### config.mk
export PLATFORM = sky130hd
export DESIGN_NAME = bgpe_expander
export DESIGN_NICKNAME = d
export VERILOG_FILES = /design/src/rtl/bgpe_pkg.sv /design/src/rtl/bgpe_expander.sv
export SDC_FILE = /design/constraint.sdc
export NUM_CORES = 1
export LEC_CHECK = 0
export BUFFER_PORTS_ARGS = -buffer_cell sky130_fd_sc_hd__buf_2
export CAP_MARGIN = 15
export CORE_ASPECT_RATIO = 0.5
export CORE_MARGIN = 4
export CORE_UTILIZATION = 40
export DETAILED_ROUTE_END_ITERATION = 16
export SYNTH_ARGS = -nofsm -noshare
export SYNTH_HDL_FRONTEND = slang
export SYNTH_SLANG_ARGS = --single-unit
### constraint.sdc
create_clock -name clk_i -period 14.15 [get_ports clk_i]
set_input_delay 1.415 -clock clk_i [delete_from_list [all_inputs] [get_ports clk_i]]
set_output_delay 1.415 -clock clk_i [all_outputs]
set_load 0.02 [all_outputs]
### src/rtl/bgpe_pkg.sv
`default_nettype none
package bgpe_pkg;

  localparam int unsigned GlyphSize = 8;
  localparam int unsigned RowW      = 3;
  localparam int unsigned AddrW     = 26;
  localparam int unsigned ColorW    = 32;
  localparam int unsigned CoordW    = 16;
  localparam int unsigned DimW      = 13;
  localparam int unsigned PitchW    = 16;
  localparam int unsigned WordsW    = 14;
  localparam int unsigned CfgIdxW   = 2;

  localparam logic [7:0] FirstCode = 8'd32;

  localparam logic [DimW-1:0]   ResetWidth  = 13'd1024;
  localparam logic [DimW-1:0]   ResetHeight = 13'd768;
  localparam logic [PitchW-1:0] ResetPitch  = 16'd4096;

  typedef enum logic [CfgIdxW-1:0] {
    CFG_SCREEN_WIDTH  = 2'd0,
    CFG_SCREEN_HEIGHT = 2'd1,
    CFG_LINE_PITCH    = 2'd2
  } cfg_idx_e;

  typedef enum logic {
    ACT_LOAD = 1'b0,
    ACT_DRAW = 1'b1
  } action_e;

  typedef enum logic [1:0] {
    ST_IDLE,
    ST_SCAN,
    ST_FLUSH
  } state_e;

  typedef struct packed {
    logic signed [CoordW-1:0] origin_x;
    logic signed [CoordW-1:0] origin_y;
    logic [ColorW-1:0]        ink_color;
  } draw_t;

  typedef struct packed {
    logic [DimW-1:0]   screen_width;
    logic [DimW-1:0]   screen_height;
    logic [PitchW-1:0] line_pitch_bytes;
  } cfg_t;

endpackage
`default_nettype wire

### src/rtl/bgpe_expander.sv
`default_nettype none
module bgpe_expander #(
  parameter int unsigned GlyphW = 7
) (
  input  wire logic                                clk_i,
  input  wire logic                                rst_ni,
  input  wire logic                                start_i,
  input  wire logic [GlyphW-1:0]                   glyph_i,
  input  wire bgpe_pkg::draw_t                     draw_i,
  input  wire bgpe_pkg::cfg_t                      cfg_i,
  output logic                                     busy_o,
  output logic                                     rd_en_o,
  output logic [GlyphW+bgpe_pkg::RowW-1:0]         rd_addr_o,
  input  wire logic [bgpe_pkg::GlyphSize-1:0]      rd_data_i,
  output logic                                     m_valid_o,
  input  wire logic                                m_ready_i,
  output logic [bgpe_pkg::AddrW-1:0]               m_addr_o,
  output logic [bgpe_pkg::ColorW-1:0]              m_color_o,
  output logic                                     m_last_o
);

  localparam int unsigned RowW   = bgpe_pkg::RowW;
  localparam int unsigned CoordW = bgpe_pkg::CoordW;
  localparam int unsigned DimW   = bgpe_pkg::DimW;
  localparam int unsigned WordsW = bgpe_pkg::WordsW;
  localparam int unsigned AddrW  = bgpe_pkg::AddrW;
  localparam int unsigned ColorW = bgpe_pkg::ColorW;

  bgpe_pkg::state_e state_q, state_d;
  logic [GlyphW-1:0] glyph_q, glyph_d;
  logic [RowW-1:0]   row_q, row_d;
  logic [RowW-1:0]   col_q, col_d;
  bgpe_pkg::draw_t   draw_q, draw_d;

  logic              hold_valid_q, hold_valid_d;
  logic [AddrW-1:0]  hold_addr_q, hold_addr_d;

  logic              out_valid_q, out_valid_d;
  logic [AddrW-1:0]  out_addr_q, out_addr_d;
  logic [ColorW-1:0] out_color_q, out_color_d;
  logic              out_last_q, out_last_d;

  logic [CoordW:0]         px, py;
  logic                    bit_set, x_ok, y_ok, hit, out_free, advance;
  logic [WordsW-1:0]       words;
  logic [DimW+WordsW-1:0]  prod;
  logic [AddrW-1:0]        pix_addr;

  assign words    = cfg_i.line_pitch_bytes[bgpe_pkg::PitchW-1:2];
  assign px       = {draw_q.origin_x[CoordW-1], draw_q.origin_x} + (CoordW+1)'(col_q);
  assign py       = {draw_q.origin_y[CoordW-1], draw_q.origin_y} + (CoordW+1)'(row_q);
  assign bit_set  = rd_data_i[3'd7 - col_q];
  assign x_ok     = !px[CoordW] && (px[CoordW-1:0] < CoordW'(cfg_i.screen_width));
  assign y_ok     = !py[CoordW] && (py[CoordW-1:0] < CoordW'(cfg_i.screen_height));
  assign hit      = (state_q == bgpe_pkg::ST_SCAN) && bit_set && x_ok && y_ok;
  assign prod     = py[DimW-1:0] * words;
  assign pix_addr = AddrW'(prod + (DimW+WordsW)'(px[DimW-1:0]));
  assign out_free = !out_valid_q || m_ready_i;
  assign advance  = !(hit && hold_valid_q) || out_free;

  always_comb begin
    state_d      = state_q;
    glyph_d      = glyph_q;
    row_d        = row_q;
    col_d        = col_q;
    draw_d       = draw_q;
    hold_valid_d = hold_valid_q;
    hold_addr_d  = hold_addr_q;
    out_valid_d  = out_valid_q && !m_ready_i;
    out_addr_d   = out_addr_q;
    out_color_d  = out_color_q;
    out_last_d   = out_last_q;
    rd_en_o      = 1'b0;
    rd_addr_o    = {glyph_q, row_q + 3'd1};

    unique case (state_q)
      bgpe_pkg::ST_IDLE: begin
        if (start_i) begin
          rd_en_o   = 1'b1;
          rd_addr_o = {glyph_i, 3'd0};
          glyph_d   = glyph_i;
          draw_d    = draw_i;
          row_d     = '0;
          col_d     = '0;
          state_d   = bgpe_pkg::ST_SCAN;
        end
      end
      bgpe_pkg::ST_SCAN: begin
        if (advance) begin
          if (hit) begin
            if (hold_valid_q) begin
              out_valid_d = 1'b1;
              out_addr_d  = hold_addr_q;
              out_color_d = draw_q.ink_color;
              out_last_d  = 1'b0;
            end
            hold_valid_d = 1'b1;
            hold_addr_d  = pix_addr;
          end
          col_d = col_q + 3'd1;
          if (col_q == 3'd7) begin
            row_d = row_q + 3'd1;
            if (row_q == 3'd7) begin
              state_d = bgpe_pkg::ST_FLUSH;
            end else begin
              rd_en_o = 1'b1;
            end
          end
        end
      end
      bgpe_pkg::ST_FLUSH: begin
        if (!hold_valid_q) begin
          state_d = bgpe_pkg::ST_IDLE;
        end else if (out_free) begin
          out_valid_d  = 1'b1;
          out_addr_d   = hold_addr_q;
          out_color_d  = draw_q.ink_color;
          out_last_d   = 1'b1;
          hold_valid_d = 1'b0;
          state_d      = bgpe_pkg::ST_IDLE;
        end
      end
      default: state_d = bgpe_pkg::ST_IDLE;
    endcase
  end

  always_ff @(posedge clk_i or negedge rst_ni) begin
    if (!rst_ni) begin
      state_q      <= bgpe_pkg::ST_IDLE;
      hold_valid_q <= 1'b0;
      out_valid_q  <= 1'b0;
    end else begin
      state_q      <= state_d;
      hold_valid_q <= hold_valid_d;
      out_valid_q  <= out_valid_d;
    end
  end

  always_ff @(posedge clk_i) begin
    glyph_q     <= glyph_d;
    row_q       <= row_d;
    col_q       <= col_d;
    draw_q      <= draw_d;
    hold_addr_q <= hold_addr_d;
    out_addr_q  <= out_addr_d;
    out_color_q <= out_color_d;
    out_last_q  <= out_last_d;
  end

  assign busy_o    = (state_q != bgpe_pkg::ST_IDLE);
  assign m_valid_o = out_valid_q;
  assign m_addr_o  = out_addr_q;
  assign m_color_o = out_color_q;
  assign m_last_o  = out_last_q;

endmodule
`default_nettype wire

==> results.cfg <==
[floorplanning]
dieArea_um2 = 36200
rows = 46
ioPinCount = 197
fp.dieH_um = 137
core_region_area_um2 = 32100
dieWidth_um = 265
initial_core_util_pct = 41.2

[placement]
port_buffers = 194
gp_congestion = 0.853
place_ws_ps = 6250
hpwl_um = 23300

[synth]
yosys_register_bits = 166
synth_nets = 1562
yosysSeqAreaShare_pct = 37.6
async_flop_share_pct = 2.41
syn_avg_cell_area_um2 = 11.3
syn_inst = 1170
syn_area_um2 = 13200
yosysWarnings = 0
synth_edf_count = 162
ys.flop_type = edfxtp_1
yosys.cell_types.count = 63

[detailed_routing]
vias_per_cell = 4.86
first_pass_iters = 5
drt_iter0_drc = 515
wirelength_um = 29600
num_vias = 8808
routedWlPerCell_um = 16.3
drc = 0
antenna_left = 0

[layout]
postLayoutCoreUtil_pct = 47.7
num-nets-final = 1760
area_growth_pct = 15.9
final_layout_size_suffix_gt1_share_pct = 19.0
diodes = 0

[timing]
period_minus_slack_ps = 7900
setup_tns_ps = 0
fmax_ghz = 0.127
slew_headroom_pct = 31.2
finalCritPeriodShare_pct = 55.8
clock_skew_ps = 9.79
finalMaxSlewViolations = 0
grt_setup_unrepaired = no
hold_violations = 0
finalSetupViolations = 0
setup_ws_ps = 6250
worst_pin_slew_ps = 1020

[clocking]
clkLatencyLatePin_ps = 450
post_cts.repair.setup_buffers = 0
htreeDepth = 4
cts_tree = done
clock_sinks = 166
cts_buffer_depth = 2
clk_pin_slew_ps = 70
cts-root-buf = clkbuf_16
holdBufCountCts = 0
cts_made_buffers = 17
cts_resized = 0

[min_path]
whs_endpoint = m_addr_o[2]
hold_start = hold_addr_q[2]
hold_path.class = reg -> reg
min_path_cells = 0

[grt]
first_global_vias = 9598
grt_start_max_net_pins = 54
grt_pass1_wl_um = 48900
grt.total_usage_pct = 17.3
overflow = 0
antenna_found_initial = 0

[worst_setup_path]
r2r-start = row_q[0]
endpoint_kind = flop
crit_required_ps = 14370
cp_max_fo = 15
worstSetupPathType = reg -> reg
rr_worst_depth = 26
reg2reg_slack_ps = 6250
start_kind = flop
crit_arrival_ps = 8120
rr_endpoint = hold_addr_q[19]

[run]
max_cap_violations = 0

[run_status]
status = finished clean
==> synth_stat cells (7+ instances only) <==
cell type  instances  area share, %
clkbuf_1          28           0.80
nor2b_1           12           0.57
a21oi_1           27            1.0
xor2_1            14           0.93
nand3_1           14           0.53
o21ai_0           18           0.68
a21o_1            10           0.57
fa_1             142             22
nand2_1          145            4.1
edfxtp_1         162             37
ha_1             125             12
nor3_1            11           0.42
and2_1            89            4.2
xnor2_1           33            2.2
inv_1            206            5.9
nand4_1            7           0.33
nor2_1            34           0.97
==> how the worst max path moves through the flow <==
stage / start / to / slack, ps / cells past startpoint
final: row_q[0] / hold_addr_q[19] / 6250 / 26
after global routing: row_q[0] / hold_addr_q[19] / 5760 / 26
after CTS: row_q[0] / hold_addr_q[19] / 6210 / 26
after detailed placement: row_q[0] / hold_addr_q[19] / 6250 / 26
after global placement: row_q[0] / hold_addr_q[19] / 6440 / 26
after floorplan: row_q[0] / hold_addr_q[19] / 6830 / 27
==> area by class of cell <==
class                           instances  area, um^2
Clock buffer                           17         425
Clock inverter                         15         158
Fill cell                            2970       16800
Inverter                              207         777
Multi-Input combinational cell        768        7380
Sequential cell                       166        4960
Tap cell                              432         541
Timing Repair Buffer                  208        1080
==> cells in the final DEF (no fill, tap or decap), types with 4 or more instances in the layout <==
| master | Yosys | final |
|---|---|---|
| edfxtp_1 | 162 | 162 |
| buf_4 | 0 | 14 |
| mux2i_1 | 4 | 4 |
| and3_1 | 5 | 5 |
| and4_1 | 4 | 4 |
| nand4_1 | 7 | 7 |
| xnor2_1 | 33 | 33 |
| a21o_1 | 10 | 10 |
| o211ai_1 | 5 | 5 |
| inv_1 | 206 | 206 |
| nor2b_1 | 12 | 12 |
| nor2_1 | 34 | 34 |
| a31oi_1 | 4 | 4 |
| nor3_1 | 11 | 10 |
| clkbuf_16 | 0 | 17 |
| a21boi_0 | 4 | 4 |
| and2_1 | 89 | 89 |
| clkinv_8 | 0 | 4 |
| dfrtp_1 | 4 | 4 |
| o31ai_1 | 4 | 4 |
| a21oi_1 | 27 | 26 |
| a211oi_1 | 5 | 5 |
| nand2_1 | 145 | 145 |
| xor2_1 | 14 | 14 |
| nand3_1 | 14 | 14 |
| inv_6 | 0 | 5 |
| fa_1 | 142 | 142 |
| ha_1 | 125 | 125 |
| o21ai_0 | 18 | 18 |
| buf_2 | 1 | 194 |
==> flip-flops by register name, indices dropped and copies added, names as in the netlist <==
register      count
m_valid_o         1
hold_valid_q      1
state_q           2
m_color_o        32
draw_q           64
row_q             3
glyph_q           7
hold_addr_q      26
m_addr_o         26
col_q             3
m_last_o          1
==> logic make-up (layout without fill, tap and decap cells) <==
family	after synthesis	count (layout)	synth area share, %
mux	5	5	0.388
xor+xnor	47	47	3.11
buf+inv	236	447	6.71
simple gates	341	341	12.9
compound gates	108	108	5.94
fa+ha+maj	267	267	33.3
flops	166	166	37.6
==> per-stage QoR <==
step	hold slack, ps	instance area (um^2)	cells
after CTS	410	15300	1813
final	414	15300	1813
after global placement	400	14700	1781
after global routing	413	15300	1813
after floorplan	400	13200	1170
after detailed placement	405	14700	1781
==> metal layers <==
metal  part of all wire (%)  wire (um)  track usage [%]
met1                     46      13600             22.4
met5                      0          0                0
met3                    3.8       1130             3.07
met4                    1.9        574             5.54
met2                     48      14300             29.9
==> critical path, stage by stage (launching register included) <==
cell      delay [ps]
edfxtp_1         420
ha_1             210
inv_1             60
fa_1             410
nor2b_2          230
o211a_4          210
nand2_1           60
xnor2_1          140
buf_4            250
nand2_1          110
fa_1             520
fa_1             560
inv_1             60
fa_1             530
fa_1             530
fa_1             540
inv_1             60
fa_1             530
inv_1             40
ha_1             420
a21o_1           200
a21o_1           180
a221oi_2         330
a21boi_1         170
o31ai_2          300
or4b_1           460
o311ai_1         130
Power is not shown: default switching activity piles up to over one toggle a cycle in this logic, so the estimate is an artifact.
